File: config.mk
export PLATFORM = sky130hd
export DESIGN_NAME = pmls_rbuf
export DESIGN_NICKNAME = d
export VERILOG_FILES = /design/src/design/pmls_pkg.sv /design/src/design/pmls_rbuf.sv
export SDC_FILE = /design/constraint.sdc
export NUM_CORES = 2
export LEC_CHECK = 0
export BUFFER_PORTS_ARGS = -buffer_cell sky130_fd_sc_hd__buf_2
export CAP_MARGIN = 20
export CORE_MARGIN = 3
export CORE_UTILIZATION = 57
export DETAILED_ROUTE_END_ITERATION = 8
export PLACE_DENSITY_LB_ADDON = 0.25
export SLEW_MARGIN = 15
export SYNTH_ARGS = -nofsm -noshare
export SYNTH_HDL_FRONTEND = slang
export SYNTH_MEMORY_MAX_BITS = 65536
export SYNTH_SLANG_ARGS = --single-unit
File: constraint.sdc
create_clock -name clock -period 5.8 [get_ports clock]
set_input_delay 0.58 -clock clock [delete_from_list [all_inputs] [get_ports clock]]
set_output_delay 0.58 -clock clock [all_outputs]
set_load 0.1 [all_outputs]
File: src/design/pmls_pkg.sv
package pmls_pkg;

   localparam int MAX_CUTS_DEF = 31;
   localparam int COORD_W      = 32;
   localparam int LEN_W        = 31;
   localparam int PEN_W        = 8;
   localparam int MAG_W        = 33;
   localparam int PROD_W       = 66;
   localparam int REM_W        = 35;
   localparam int UNIT_W       = 37;
   localparam int STEP_W       = 6;
   localparam int ROOT_STEPS   = 33;
   localparam int QUOT_STEPS   = 33;

   localparam logic REG_MAX_LENGTH   = 1'b0;
   localparam logic REG_WAYPOINT_PEN = 1'b1;

   typedef struct packed {
      logic signed [COORD_W-1:0] point_x;
      logic signed [COORD_W-1:0] point_y;
      logic [PEN_W-1:0]          pen_number;
      logic                      first_in_stroke;
      logic                      last_in_stroke;
   } pmls_req_type;

   typedef struct packed {
      logic signed [COORD_W-1:0] out_x;
      logic signed [COORD_W-1:0] out_y;
      logic [PEN_W-1:0]          out_pen;
      logic                      begins_piece;
      logic                      split_overflow;
      logic                      last_of_run;
   } pmls_rsp_type;

   typedef struct packed {
      logic signed [COORD_W-1:0] x;
      logic signed [COORD_W-1:0] y;
      logic                      begins;
   } pmls_ent_type;

   typedef struct packed {
      logic         we;
      pmls_ent_type ent;
   } pmls_wr_type;

   typedef struct packed {
      logic             start;
      logic             ovf;
      logic [PEN_W-1:0] pen;
   } pmls_run_type;

endpackage

File: src/design/pmls_rbuf.sv
module pmls_rbuf
   import pmls_pkg::*;
#(
   parameter int DEPTH = 2 * MAX_CUTS_DEF + 2,
   parameter int AW    = $clog2(DEPTH)
) (
   input  logic         clock,
   input  logic         reset,
   input  pmls_wr_type  wr,
   input  logic [AW-1:0] wr_addr,
   input  pmls_run_type run,
   input  logic [AW:0]  run_count,
   output logic         busy,
   output logic         rsp_valid,
   input  logic         rsp_stall,
   output pmls_rsp_type rsp_data
);

   localparam logic [1:0] R_IDLE = 2'd0;
   localparam logic [1:0] R_READ = 2'd1;
   localparam logic [1:0] R_SHOW = 2'd2;

   pmls_ent_type     mem [DEPTH];
   pmls_ent_type     rdata_ff;
   logic [1:0]       state_ff, state_in;
   logic [AW-1:0]    rd_ff, rd_in;
   logic [AW:0]      count_ff;
   logic             ovf_ff;
   logic [PEN_W-1:0] pen_ff;
   logic             last_w;

   always_ff @(posedge clock) begin
      if (wr.we) begin
         mem[wr_addr] <= wr.ent;
      end
      if (state_ff == R_READ) begin
         rdata_ff <= mem[rd_ff];
      end
      if (run.start) begin
         count_ff <= run_count;
         ovf_ff   <= run.ovf;
         pen_ff   <= run.pen;
      end
   end

   assign last_w = (({1'b0, rd_ff} + 1'b1) == count_ff);

   always_comb begin
      state_in = state_ff;
      rd_in    = rd_ff;
      unique case (state_ff)
         R_IDLE: begin
            if (run.start) begin
               rd_in    = '0;
               state_in = R_READ;
            end
         end
         R_READ: state_in = R_SHOW;
         R_SHOW: begin
            if (!rsp_stall) begin
               if (last_w) begin
                  state_in = R_IDLE;
               end else begin
                  rd_in    = rd_ff + 1'b1;
                  state_in = R_READ;
               end
            end
         end
         default: state_in = R_IDLE;
      endcase
   end

   always_ff @(posedge clock) begin
      if (reset) begin
         state_ff <= R_IDLE;
         rd_ff    <= '0;
      end else begin
         state_ff <= state_in;
         rd_ff    <= rd_in;
      end
   end

   assign busy      = (state_ff != R_IDLE);
   assign rsp_valid = (state_ff == R_SHOW);

   always_comb begin
      rsp_data.out_x          = rdata_ff.x;
      rsp_data.out_y          = rdata_ff.y;
      rsp_data.out_pen        = pen_ff;
      rsp_data.begins_piece   = rdata_ff.begins;
      rsp_data.split_overflow = ovf_ff;
      rsp_data.last_of_run    = last_w;
   end

endmodule

==> key figures <==
STA
  – Slew Viols, Final: 0
  – Final worst path period share: 0.8088
  – RSZ-0062 raised after global routing: false
  – Slew @ Worst Pin: roughly 1.2 ns
  – Fmax: 0.2132 GHz
  – Setup TNS: 0 ns
  – Setup Viol. Count Final: 0
  – Period minus WS final: around 4.7 ns
  – Worst setup margin: around 1.1 ns
  – Clk_skew: 0.05901 ns
  – Slew headroom: 0.1918
  – Final Hold Vio Count: 0

Critical path
  – Crit-path max FO: 31
  – R2r startpoint: rd_ff[0]
  – Worst Setup End Kind: output pin
  – FF-to-FF End: rsp_data[22]
  – Critical path startpoint: rd_ff[3]
  – Worst endpoint data arrival time: between 4 and 5 ns
  – Reg2reg path depth: 9
  – Worst setup SP type: flop
  – Required time worst endpoint: between 5 and 6 ns
  – WS Path Type: flop to output pin
  – Slack of the worst reg-to-reg path: roughly 1.5 ns

Routing
  – DR DRC count: 0
  – Routed Antenna Nets: 0
  – Pre-Repair DR Iteration Count: 6
  – Average vias per placed instance: 6.952
  – Iter 0 DRT Violations: 12239
  – Via count: 78143
  – WL final: ~430000 um
  – Routed length per instance: 38.31 um

Pwr
  – Worst IR Drop VDD: about 0.33 mV
  – Power Density: ~340 nW/um^2
  – Leakage power total: 0.05508 uW

Floorplanning
  – Die Wd: between 500 and 600 um
  – Initial Utilization: 0.5752
  – Die area: between 200000 and 300000 um^2
  – Row cnt: 194
  – Io pins: 169
  – Die Ht: between 500 and 600 um
  – Core ar.: roughly 280000 um^2

Synthesis
  – Mapped Cells: 6673
  – #FFs+latches synth: 4249
  – Synth Cell Area: approximately 160000 um^2
  – Dominant cell type by area after synthesis: edfxtp_1
  – Yosys warnings: 0
  – Ys flop type: edfxtp_1
  – EDFF count, synth: 4241
  – Synth top area share: 0.7898
  – Largest cells by area after synthesis: edfxtp_1 79%, mux4_2 16%, mux2i_1 1.0%, nor2_1 0.42%, o22ai_1 0.32%
  – Distinct cells, synth: 50
  – Synth Net Count: 6766
  – Synth Area per Inst: between 20 and 25 um^2
  – Sequential element share of the synthesized area: 0.7907
  – FFs w/ async S/R, synth: 0

Place
  – Final Wtd Congestion: around 0.81
  – Port Buffers: 168
  – DP HPWL: 226300 um
  – Pre-CTS setup slack: between 1 and 1.5 ns
  – Placed Instance Area: 168200 um^2

Global route
  – Total track usage: 0.3009
  – Largest net degree at the start of global routing: 120
  – GR Overflow Total: 0
  – Vias in the first global route: 78217
  – Global-route wire length before repair: 605900 um
  – Initial antenna violation count: 29

Cells and area
  – Filler Cells Inserted: 17584
  – Multi-input logic area: 32310 um^2
  – Area Growth Syn to Fin: 12.53%
  – Share of layout cells above drive strength 1: 0.2970
  – Nets: a little over 7000
  – Register area: 127500 um^2
  – Finished Cell Area: 181500 um^2

Clock network
  – Root buffer cell: clkbuf_16
  – Clock tree buffer depth: 4
  – Inserted Clock Buffers: 410
  – Clock Sinks: 4249
  – H-tree levels: 5
  – # resized after CTS: 0
  – Worst-path clk slew: 0.06 ns
  – CTS tree: done
  – Worst skew pair latency: 0.96 ns

Hold path
  – Hold path endpoint: mem[1][42]
  – Hold crit path type: primary input to flop
  – Worst hold start: wr[42]
  – Hold Crit Depth: 1

Job
  – Max-cap violations: 0

Outcome
  – Outcome: completed
[state kept, by name, indices dropped and copies added, names as in the netlist]
register,count
mem,4160
count_ff,7
pen_ff,8
state_ff,2
ovf_ff,1
rsp_data,65
rd_ff,6
[power breakdown]
part / switching (uW) / internal, uW
Clock: 11300 / 14000
Sequential: 87.1 / 34000
Combinational: 1090 / 462
Total: 12500 / 48500
[synthesized netlist by cell type (8+ instances only)]
| master | count |
|---|---|
| edfxtp_1 | 4241 |
| mux4_2 | 1158 |
| nor2_1 | 180 |
| mux2i_1 | 161 |
| nand2_1 | 138 |
| clkbuf_1 | 127 |
| buf_2 | 96 |
| o22ai_1 | 83 |
| buf_4 | 58 |
| a21oi_1 | 50 |
| buf_1 | 50 |
| o221ai_1 | 47 |
| a211oi_1 | 42 |
| o21ai_0 | 29 |
| buf_6 | 27 |
| nand3_1 | 18 |
| nor2b_1 | 18 |
| a22oi_1 | 15 |
| nor3_1 | 12 |
| a32o_1 | 11 |
| o31ai_1 | 11 |
| a32oi_1 | 10 |
| nand2b_1 | 10 |
| o2111ai_1 | 10 |
| mux2_2 | 9 |
| dfxtp_1 | 8 |
[cell type report]
| class | instances | share of cell area |
|---|---|---|
| Multi-Input combinational cell | 2059 | 0.1781 |
| Tap cell | 3724 | 0.02568 |
| Inverter | 4 | 0.0001517 |
| Timing Repair Buffer | 439 | 0.02308 |
| Antenna cell | 22 | 0.0003034 |
| Clock buffer | 507 | 0.05890 |
| Sequential cell | 4249 | 0.7028 |
| Clock inverter | 237 | 0.01103 |
[layer usage]
metal  up-vias  track usage  wire [um]
li1      29828            -          -
met1     42025       0.4349     154600
met2      5426       0.4677     205900
met3       850      0.05998      51770
met4        14       0.1070      18290
met5         -            0         82
[how the worst max path moves through the flow]
stage          cells past startpoint  slack, ns            to
2_1_floorplan                      4       1.29    mem[59][0]
3_3_place_gp                       9       1.48  rsp_data[22]
3_5_place_dp                       9       1.43  rsp_data[22]
4_1_cts                            5       1.11   rsp_data[0]
5_1_grt                            7       0.99   rsp_data[0]
6_report                           5       1.11   rsp_data[0]
[worst max-delay path, stage by stage, from the launching register on]
cell	delay, ns
dfxtp_4	0.87
and2_1	0.89
nand4_1	0.23
xor2_1	0.19
and4_1	0.39
buf_2	0.55
[logic make-up (layout without fill, tap and decap cells)]
logic type / count (synthesis) / after routing / share of synthesized area
buf+inv: 365 / 1187 / 0.01209
other cells: 0 / 22 / 0
mux: 1328 / 1328 / 0.1724
simple gates: 402 / 402 / 0.01051
xor+xnor: 8 / 8 / 0.0004345
fa+ha+maj: 1 / 1 / 0.00007758
flops: 4249 / 4249 / 0.7907
compound gates: 320 / 320 / 0.01379
[placed cells by master, fill, tap and decap left out, types with 16 or more instances in the layout]
| cell | synthesis | final |
|---|---|---|
| nand3_1 | 18 | 18 |
| nand2_1 | 138 | 134 |
| bufinv_16 | 0 | 20 |
| a21oi_1 | 50 | 50 |
| dlygate4sd3_1 | 0 | 16 |
| edfxtp_1 | 4241 | 4241 |
| nor2_1 | 180 | 117 |
| a211oi_1 | 42 | 42 |
| o21ai_0 | 29 | 29 |
| buf_2 | 96 | 163 |
| clkinv_2 | 0 | 81 |
| clkinv_1 | 0 | 98 |
| nor2b_1 | 18 | 17 |
| buf_12 | 1 | 87 |
| mux2i_1 | 161 | 161 |
| mux4_2 | 1158 | 1158 |
| o221ai_1 | 47 | 47 |
| o22ai_1 | 83 | 83 |
| clkbuf_16 | 0 | 413 |
| buf_4 | 58 | 163 |
| nor2_4 | 0 | 62 |
| diode_2 | 0 | 22 |
| clkbuf_1 | 127 | 94 |
[metrics by stage]
stage          instances  power, uW    util  hold WS [ns]
2_1_floorplan       6673      35530       -        0.5149
3_3_place_gp       10433      36220  0.5992        0.5561
3_5_place_dp       10441      36290  0.5998        0.5772
4_1_cts            11201      61240  0.6456       0.02237
5_1_grt            11237      62550  0.6472     0.0001460
6_report           11241      61010  0.6473       0.02978
[timing repair]
action,in CTS,in global routing
hold buffers,16,0
setup buffers,0,0
hold endpoints to repair,17,0
No activity file was read; power rests on OpenSTA's default activity.
