## config.mk

```make
export PLATFORM = sky130hd
export DESIGN_NAME = pmls_core
export DESIGN_NICKNAME = d
export VERILOG_FILES = /design/src/design/pmls_pkg.sv /design/src/design/pmls_core.sv
export SDC_FILE = /design/constraint.sdc
export NUM_CORES = 2
export LEC_CHECK = 0
export BUFFER_PORTS_ARGS = -buffer_cell sky130_fd_sc_hd__buf_2
export CAP_MARGIN = 20
export CORE_UTILIZATION = 30
export CTS_BUF_LIST = sky130_fd_sc_hd__clkbuf_4
export DETAILED_ROUTE_END_ITERATION = 10
export GPL_TIMING_DRIVEN = 0
export SLEW_MARGIN = 10
export SYNTH_ARGS = -nofsm -noshare
export SYNTH_HDL_FRONTEND = slang
export SYNTH_SLANG_ARGS = --single-unit
```

## constraint.sdc

```tcl
create_clock -name clock -period 26.6 [get_ports clock]
set_input_delay 1.33 -clock clock [delete_from_list [all_inputs] [get_ports clock]]
set_output_delay 1.33 -clock clock [all_outputs]
set_load 0.05 [all_outputs]
```

## src/design/pmls_pkg.sv

```systemverilog
package pmls_pkg;

   localparam int MAX_CUTS_DEF = 31;
   localparam int COORD_W      = 32;
   localparam int LEN_W        = 31;
   localparam int PEN_W        = 8;
   localparam int MAG_W        = 33;
   localparam int PROD_W       = 66;
   localparam int REM_W        = 35;
   localparam int UNIT_W       = 37;
   localparam int STEP_W       = 6;
   localparam int ROOT_STEPS   = 33;
   localparam int QUOT_STEPS   = 33;

   localparam logic REG_MAX_LENGTH   = 1'b0;
   localparam logic REG_WAYPOINT_PEN = 1'b1;

   typedef struct packed {
      logic signed [COORD_W-1:0] point_x;
      logic signed [COORD_W-1:0] point_y;
      logic [PEN_W-1:0]          pen_number;
      logic                      first_in_stroke;
      logic                      last_in_stroke;
   } pmls_req_type;

   typedef struct packed {
      logic signed [COORD_W-1:0] out_x;
      logic signed [COORD_W-1:0] out_y;
      logic [PEN_W-1:0]          out_pen;
      logic                      begins_piece;
      logic                      split_overflow;
      logic                      last_of_run;
   } pmls_rsp_type;

   typedef struct packed {
      logic signed [COORD_W-1:0] x;
      logic signed [COORD_W-1:0] y;
      logic                      begins;
   } pmls_ent_type;

   typedef struct packed {
      logic         we;
      pmls_ent_type ent;
   } pmls_wr_type;

   typedef struct packed {
      logic             start;
      logic             ovf;
      logic [PEN_W-1:0] pen;
   } pmls_run_type;

endpackage

```

## src/design/pmls_core.sv

```systemverilog
module pmls_core
   import pmls_pkg::*;
#(
   parameter int MAX_CUTS = MAX_CUTS_DEF,
   parameter int DEPTH    = 2 * MAX_CUTS + 2,
   parameter int AW       = $clog2(DEPTH),
   parameter int CW       = $clog2(MAX_CUTS + 1)
) (
   input  logic          clock,
   input  logic          reset,
   input  logic          csr_we,
   input  logic          csr_index,
   input  logic [31:0]   csr_wdata,
   input  logic          req_take,
   input  pmls_req_type  req_data,
   output logic          busy,
   output pmls_wr_type   wr,
   output logic [AW-1:0] wr_addr,
   output pmls_run_type  run,
   output logic [AW:0]   run_count
);

   localparam logic [3:0] S_IDLE  = 4'd0;
   localparam logic [3:0] S_MULX  = 4'd1;
   localparam logic [3:0] S_MULY  = 4'd2;
   localparam logic [3:0] S_SUM   = 4'd3;
   localparam logic [3:0] S_SQRT  = 4'd4;
   localparam logic [3:0] S_CHECK = 4'd5;
   localparam logic [3:0] S_MULC  = 4'd6;
   localparam logic [3:0] S_DIVI  = 4'd7;
   localparam logic [3:0] S_DIV   = 4'd8;
   localparam logic [3:0] S_DIVE  = 4'd9;
   localparam logic [3:0] S_CUT1  = 4'd10;
   localparam logic [3:0] S_CUT2  = 4'd11;
   localparam logic [3:0] S_END1  = 4'd12;
   localparam logic [3:0] S_END2  = 4'd13;

   // control
   logic [3:0]        state_ff, state_in;
   logic [LEN_W-1:0]  max_len_ff, max_len_in;
   logic [PEN_W-1:0]  wp_ff, wp_in;
   logic [LEN_W-1:0]  budget_ff, budget_in;
   logic              bypass_ff, bypass_in;
   logic              open_ff, open_in;
   logic [CW-1:0]     cuts_ff, cuts_in;
   logic [AW:0]       n_ff, n_in;
   logic [STEP_W-1:0] cnt_ff, cnt_in;
   logic              axis_ff, axis_in;
   logic              ovf_ff, ovf_in;
   logic signed [COORD_W-1:0] prev_x_ff, prev_x_in, prev_y_ff, prev_y_in;

   // payload
   logic signed [COORD_W-1:0] cur_x_ff, cur_x_in, cur_y_ff, cur_y_in;
   logic signed [COORD_W-1:0] ax_ff, ax_in, ay_ff, ay_in;
   logic signed [COORD_W-1:0] cx_ff, cx_in, cy_ff, cy_in;
   logic [PEN_W-1:0]  pen_ff, pen_in;
   logic              last_ff, last_in;
   logic [PROD_W-1:0] prod_ff, prod_in, acc_ff, acc_in, rad_ff, rad_in;
   logic [REM_W-1:0]  rem_ff, rem_in;
   logic [MAG_W-1:0]  root_ff, root_in, seg_ff, seg_in;

   // shared multiplier and subtract/compare unit
   logic [MAG_W-1:0]  mul_a, mul_b;
   logic [PROD_W-1:0] mul_p;
   logic [UNIT_W-1:0] unit_a, unit_b;
   logic [UNIT_W:0]   unit_d;
   logic              unit_ge;

   logic signed [MAG_W-1:0] dx_w, dy_w;
   logic [MAG_W-1:0]  magx, magy, mag_sel;
   logic              neg_sel;
   logic signed [COORD_W-1:0] base_sel;
   logic [COORD_W+1:0] cut_w;
   logic [PROD_W-1:0] div_sum;
   logic [LEN_W-1:0]  nb_w;
   logic              cut_more;

   assign mul_p   = PROD_W'(mul_a) * PROD_W'(mul_b);
   assign unit_d  = {1'b0, unit_a} - {1'b0, unit_b};
   assign unit_ge = !unit_d[UNIT_W];

   assign dx_w  = MAG_W'(cur_x_ff) - MAG_W'(ax_ff);
   assign dy_w  = MAG_W'(cur_y_ff) - MAG_W'(ay_ff);
   assign magx  = dx_w[MAG_W-1] ? MAG_W'(-dx_w) : MAG_W'(dx_w);
   assign magy  = dy_w[MAG_W-1] ? MAG_W'(-dy_w) : MAG_W'(dy_w);
   assign mag_sel  = axis_ff ? magy : magx;
   assign neg_sel  = axis_ff ? dy_w[MAG_W-1] : dx_w[MAG_W-1];
   assign base_sel = axis_ff ? ay_ff : ax_ff;
   assign cut_w    = neg_sel ? ({{2{base_sel[COORD_W-1]}}, base_sel} - {1'b0, root_ff})
                             : ({{2{base_sel[COORD_W-1]}}, base_sel} + {1'b0, root_ff});
   // rounding term: half the segment length
   assign div_sum  = prod_ff + PROD_W'(seg_ff[MAG_W-1:1]);
   assign nb_w     = ovf_ff ? '0 : (budget_ff - seg_ff[LEN_W-1:0]);
   assign cut_more = (root_ff > MAG_W'(budget_ff)) && (cuts_ff < CW'(MAX_CUTS));

   always_comb begin
      state_in   = state_ff;
      max_len_in = max_len_ff;
      wp_in      = wp_ff;
      budget_in  = budget_ff;
      bypass_in  = bypass_ff;
      open_in    = open_ff;
      cuts_in    = cuts_ff;
      n_in       = n_ff;
      cnt_in     = cnt_ff;
      axis_in    = axis_ff;
      ovf_in     = ovf_ff;
      prev_x_in  = prev_x_ff;
      prev_y_in  = prev_y_ff;
      cur_x_in   = cur_x_ff;
      cur_y_in   = cur_y_ff;
      ax_in      = ax_ff;
      ay_in      = ay_ff;
      cx_in      = cx_ff;
      cy_in      = cy_ff;
      pen_in     = pen_ff;
      last_in    = last_ff;
      prod_in    = prod_ff;
      acc_in     = acc_ff;
      rad_in     = rad_ff;
      rem_in     = rem_ff;
      root_in    = root_ff;
      seg_in     = seg_ff;
      mul_a      = magx;
      mul_b      = magx;
      unit_a     = '0;
      unit_b     = '0;
      wr.we      = 1'b0;
      wr.ent.x   = cur_x_ff;
      wr.ent.y   = cur_y_ff;
      wr.ent.begins = 1'b0;
      wr_addr    = n_ff[AW-1:0];
      run.start  = 1'b0;
      run.ovf    = ovf_ff;
      run.pen    = pen_ff;
      run_count  = n_ff + 1'b1;

      if (csr_we) begin
         unique case (csr_index)
            REG_MAX_LENGTH:   max_len_in = csr_wdata[LEN_W-1:0];
            REG_WAYPOINT_PEN: wp_in      = csr_wdata[PEN_W-1:0];
            default: ;
         endcase
      end

      unique case (state_ff)
         S_IDLE: begin
            if (req_take) begin
               cur_x_in  = req_data.point_x;
               cur_y_in  = req_data.point_y;
               pen_in    = req_data.pen_number;
               last_in   = req_data.last_in_stroke;
               prev_x_in = req_data.point_x;
               prev_y_in = req_data.point_y;
               open_in   = !req_data.last_in_stroke;
               ax_in     = prev_x_ff;
               ay_in     = prev_y_ff;
               cuts_in   = '0;
               n_in      = '0;
               ovf_in    = 1'b0;
               wr.ent.x  = req_data.point_x;
               wr.ent.y  = req_data.point_y;
               wr_addr   = '0;
               run.ovf   = 1'b0;
               run.pen   = req_data.pen_number;
               run_count = (AW+1)'(1);
               if (req_data.first_in_stroke || !open_ff) begin
                  bypass_in = (max_len_ff == '0) || (req_data.pen_number == wp_ff)
                              || req_data.last_in_stroke;
                  budget_in = max_len_ff;
                  wr.we     = 1'b1;
                  wr.ent.begins = 1'b1;
                  run.start = 1'b1;
               end else if (bypass_ff || (max_len_ff == '0)) begin
                  wr.we     = 1'b1;
                  run.start = 1'b1;
               end else begin
                  state_in  = S_MULX;
               end
            end
         end
         S_MULX: begin
            prod_in  = mul_p;
            state_in = S_MULY;
         end
         S_MULY: begin
            mul_a    = magy;
            mul_b    = magy;
            prod_in  = mul_p;
            acc_in   = prod_ff;
            state_in = S_SUM;
         end
         S_SUM: begin
            rad_in   = acc_ff + prod_ff;
            rem_in   = '0;
            root_in  = '0;
            cnt_in   = '0;
            state_in = S_SQRT;
         end
         S_SQRT: begin
            // restoring square root, two radicand bits per step
            unit_a  = {rem_ff, rad_ff[PROD_W-1:PROD_W-2]};
            unit_b  = {2'b00, root_ff, 2'b01};
            rem_in  = unit_ge ? unit_d[REM_W-1:0] : unit_a[REM_W-1:0];
            root_in = {root_ff[MAG_W-2:0], unit_ge};
            rad_in  = {rad_ff[PROD_W-3:0], 2'b00};
            cnt_in  = cnt_ff + 1'b1;
            if (cnt_ff == STEP_W'(ROOT_STEPS - 1)) begin
               state_in = S_CHECK;
            end
         end
         S_CHECK: begin
            seg_in  = root_ff;
            axis_in = 1'b0;
            if (cut_more) begin
               state_in = S_MULC;
            end else begin
               ovf_in   = (root_ff > MAG_W'(budget_ff));
               state_in = S_END1;
            end
         end
         S_MULC: begin
            mul_a    = MAG_W'(budget_ff);
            mul_b    = mag_sel;
            prod_in  = mul_p;
            state_in = S_DIVI;
         end
         S_DIVI: begin
            // quotient fits 33 bits, so the top bits already sit below the divisor
            rad_in   = div_sum;
            rem_in   = REM_W'(div_sum[PROD_W-1:QUOT_STEPS]);
            root_in  = '0;
            cnt_in   = '0;
            state_in = S_DIV;
         end
         S_DIV: begin
            unit_a  = UNIT_W'({rem_ff[MAG_W-1:0], rad_ff[QUOT_STEPS-1]});
            unit_b  = UNIT_W'(seg_ff);
            rem_in  = unit_ge ? unit_d[REM_W-1:0] : unit_a[REM_W-1:0];
            root_in = {root_ff[MAG_W-2:0], unit_ge};
            rad_in  = {rad_ff[PROD_W-2:0], 1'b0};
            cnt_in  = cnt_ff + 1'b1;
            if (cnt_ff == STEP_W'(QUOT_STEPS - 1)) begin
               state_in = S_DIVE;
            end
         end
         S_DIVE: begin
            if (!axis_ff) begin
               cx_in    = cut_w[COORD_W-1:0];
               axis_in  = 1'b1;
               state_in = S_MULC;
            end else begin
               cy_in    = cut_w[COORD_W-1:0];
               state_in = S_CUT1;
            end
         end
         S_CUT1: begin
            wr.we    = 1'b1;
            wr.ent.x = cx_ff;
            wr.ent.y = cy_ff;
            n_in     = n_ff + 1'b1;
            state_in = S_CUT2;
         end
         S_CUT2: begin
            wr.we    = 1'b1;
            wr.ent.x = cx_ff;
            wr.ent.y = cy_ff;
            wr.ent.begins = 1'b1;
            n_in     = n_ff + 1'b1;
            ax_in    = cx_ff;
            ay_in    = cy_ff;
            budget_in = max_len_ff;
            cuts_in  = cuts_ff + 1'b1;
            state_in = S_MULX;
         end
         S_END1: begin
            wr.we = 1'b1;
            if ((nb_w == '0) && !last_ff) begin
               budget_in = max_len_ff;
               n_in      = n_ff + 1'b1;
               state_in  = S_END2;
            end else begin
               budget_in = nb_w;
               run.start = 1'b1;
               state_in  = S_IDLE;
            end
         end
         S_END2: begin
            wr.we     = 1'b1;
            wr.ent.begins = 1'b1;
            run.start = 1'b1;
            state_in  = S_IDLE;
         end
         default: state_in = S_IDLE;
      endcase
   end

   always_ff @(posedge clock) begin
      if (reset) begin
         state_ff   <= S_IDLE;
         max_len_ff <= '0;
         wp_ff      <= '1;
         budget_ff  <= '0;
         bypass_ff  <= 1'b0;
         open_ff    <= 1'b0;
         cuts_ff    <= '0;
         n_ff       <= '0;
         cnt_ff     <= '0;
         axis_ff    <= 1'b0;
         ovf_ff     <= 1'b0;
         prev_x_ff  <= '0;
         prev_y_ff  <= '0;
      end else begin
         state_ff   <= state_in;
         max_len_ff <= max_len_in;
         wp_ff      <= wp_in;
         budget_ff  <= budget_in;
         bypass_ff  <= bypass_in;
         open_ff    <= open_in;
         cuts_ff    <= cuts_in;
         n_ff       <= n_in;
         cnt_ff     <= cnt_in;
         axis_ff    <= axis_in;
         ovf_ff     <= ovf_in;
         prev_x_ff  <= prev_x_in;
         prev_y_ff  <= prev_y_in;
      end
   end

   always_ff @(posedge clock) begin
      cur_x_ff <= cur_x_in;
      cur_y_ff <= cur_y_in;
      ax_ff    <= ax_in;
      ay_ff    <= ay_in;
      cx_ff    <= cx_in;
      cy_ff    <= cy_in;
      pen_ff   <= pen_in;
      last_ff  <= last_in;
      prod_ff  <= prod_in;
      acc_ff   <= acc_in;
      rad_ff   <= rad_in;
      rem_ff   <= rem_in;
      root_ff  <= root_in;
      seg_ff   <= seg_in;
   end

   assign busy = (state_ff != S_IDLE);

endmodule

```

==> flow_summary.toml <==
[cells_and_area]
area_growth_syn_to_layout_pct = 10.8
drive_gt1_share_pct = 6.80
multiInputGateArea_sq_um = 55600
fill_cells = 27883
regArea_sq_um = 18200
finalNetCount = 11191

[clock_tree]
post-cts-setup-buffers = 0
cts_buffers = 176
cts-hold-fix-buffers = 0
clkSinkCount = 660
clock-root-buffer = "clkbuf_4"
cts_tree = "built"
cts_max_level = 4
cts.path.max_buffers = 3
clkTransAtPathRegs_ns = 0.07
cts-resized-gates = 0
worstSkewPairLatency_ns = 1.26

[critical_path]
cpPeakStageDelay_ns = 0.78
cp_common_cell = "fa_1"
arrival_ns = 16.94
required_ns = 27.44
startpoint_type = "flop"
path_class = "flop to flop"
cpMaxStageDelayCell = "clkbuf_1"
cp_max_fo = 10
cp-end-kind = "flop"

[drt]
topRoutingLayerUsed = "met5"
vias = 71018
antenna_left = 0
drt-met1-wl_mm = 138
wl_met3_mm = 33.8
wl_per_cell_um = 24.8
wl_met2_mm = 140
wirelength_mm = 329
drc = 3
via_per_inst = 5.36
firstDrtPassIters = 11
drtIter0Drc = 7877

[sta]
max_freq_mhz = 62.1
rsz0062_at_grt = "false"
finalMaxSlewViolations = 0
hold_viol = 0
finClkSkew_ns = 0.108
tns_ns = 0
fin_crit_sh_pct = 60.5
setup_viol = 0
fin_crit_ns = 16.09
tightest_slew_ns = 1.24
setup_slack_ns = 10.51
maxSlewHeadroom_pct = 17.3

[synth]
avgSynthCellArea_sq_um = 8.80
synth_area_leaders = "fa_1 24%, edfxtp_1 19%, ha_1 8.7%"
ys_seq_area_share_pct = 22.7
ys_ff_latch = 660
yosys.area.top_type = "fa_1"
ys_warn_count = 0
yosys.cell_count.top_type = "nand2_1"
synthCells = 9117
yosys.area.top_type_share_pct = 24.1
synthArstFlopShare_pct = 0
netlist_area_sq_um = 80300
synth_cell_types = 104
synth-edff-count = 500
synthTopCellsByCount = "1492 x nand2_1, 1285 x inv_1, 965 x fa_1"
synth-main-ff-cell = "edfxtp_1"

[hold_path]
hp-class = "primary input to flop"

[global_route]
grt_max_degree = 54
grt_usage_pct = 24.0
grt_pass1_vias = 68653
overflow = 0
antenna_found_initial = 29
grt_pass1_wl_mm = 476

[status]
violations = "design-rule violations"
status = "complete, but fails checks"

[placed_design]
gp_congestion = 1.05
port_buffers = 199
pre_cts_ws_ns = 10.82
hpwl_mm = 274

[floorplan]
die_h_um = 519
die_w_um = 519
row_count = 189
core_sq_um = 266000
initial_core_util_pct = 30.2
io_pins = 201
dieArea_sq_um = 270000

[run]
cap_violations = 0
==> cell type report <==
| type | instances | area share, % |
|---|---|---|
| repair buffers | 247 | 1.85 |
| inverters | 1288 | 5.44 |
| clock buffers | 252 | 2.13 |
| diodes | 19 | 0.0535 |
| multi-input cells | 6728 | 62.6 |
| flip-flops and latches | 660 | 20.5 |
| clock inverters | 68 | 0.491 |
| plain buffers | 454 | 2.00 |
| well taps | 3533 | 4.97 |
==> per-stage QoR <==
| step | cell area [sq um] | instances | utilization [%] | hold WS (ns) |
|---|---|---|---|---|
| final | 88900 | 13249 | 33.5 | 0.340 |
| after global routing | 88900 | 13235 | 33.5 | 0.282 |
| after CTS | 88800 | 13222 | 33.4 | 0.234 |
| after detailed placement | 86400 | 12902 | 32.5 | 0.447 |
| after global placement | 85700 | 12862 | 32.3 | 0.442 |
| after floorplan | 80300 | 9130 | - | 0.436 |
==> registers in the layout, summed over array words and instances, names as in the netlist, 5 cells and up <==
name / flops
acc_ff: 66
ax_ff: 32
ay_ff: 32
budget_ff: 31
cnt_ff: 6
cur_x_ff: 32
cur_y_ff: 32
cuts_ff: 5
cx_ff: 32
cy_ff: 32
max_len_ff: 31
n_ff: 7
pen_ff: 8
prev_x_ff: 32
prev_y_ff: 32
prod_ff: 66
rad_ff: 66
rem_ff: 35
root_ff: 33
seg_ff: 33
wp_ff: 8
==> layout by cell type (no fill, tap or decap), types with 237 or more instances in the layout <==
cell	instances
inv_1	1285
nand2_1	1491
clkbuf_1	386
ha_1	560
a21oi_1	534
fa_1	965
edfxtp_1	500
o21ai_0	320
clkbuf_4	254
nor2_1	565
buf_2	237
==> final timing paths <==
check                      start             to  slack, ns  depth (start not counted)
setup / recovery     cur_y_ff[0]    prod_ff[65]      10.51                         48
hold / removal      req_data[73]   cur_x_ff[31]       0.34                          1
setup reg to reg     cur_y_ff[0]    prod_ff[65]      10.51                         48
hold reg to reg   max_len_ff[27]  budget_ff[27]       0.46                          2
==> cells by family after synthesis <==
kind of cell	count (synthesis)	share of synthesized area, %
flip-flops	660	22.7
buffers and inverters	1742	8.23
other	2	0.00936
XOR/XNOR	382	4.17
AND/OR/NAND/NOR	2945	16.4
multiplexers	35	0.465
AO/OA/AOI/OAI	1826	15.2
adder cells (fa/ha/maj)	1525	32.8
==> per-layer routing <==
layer  GRT usage [%]  vias up
met5               0        -
met4            10.8       18
met3            5.97      742
met2            36.4     3560
met1            32.1    35231
li1                -    31467
==> worst max-delay path, delay by kind of cell, from the launching register on <==
kind	cells	cell delay (ns)
AO/OA/AOI/OAI	14	4.36
XOR/XNOR	2	1.20
adder cells (fa/ha/maj)	11	5.31
buffers and inverters	11	2.57
flip-flops	1	0.36
AND/OR/NAND/NOR	10	1.91
Power is left out: the tool's default activity adds up to more than one toggle a clock period on the data nets, which glitch-free logic cannot reach.
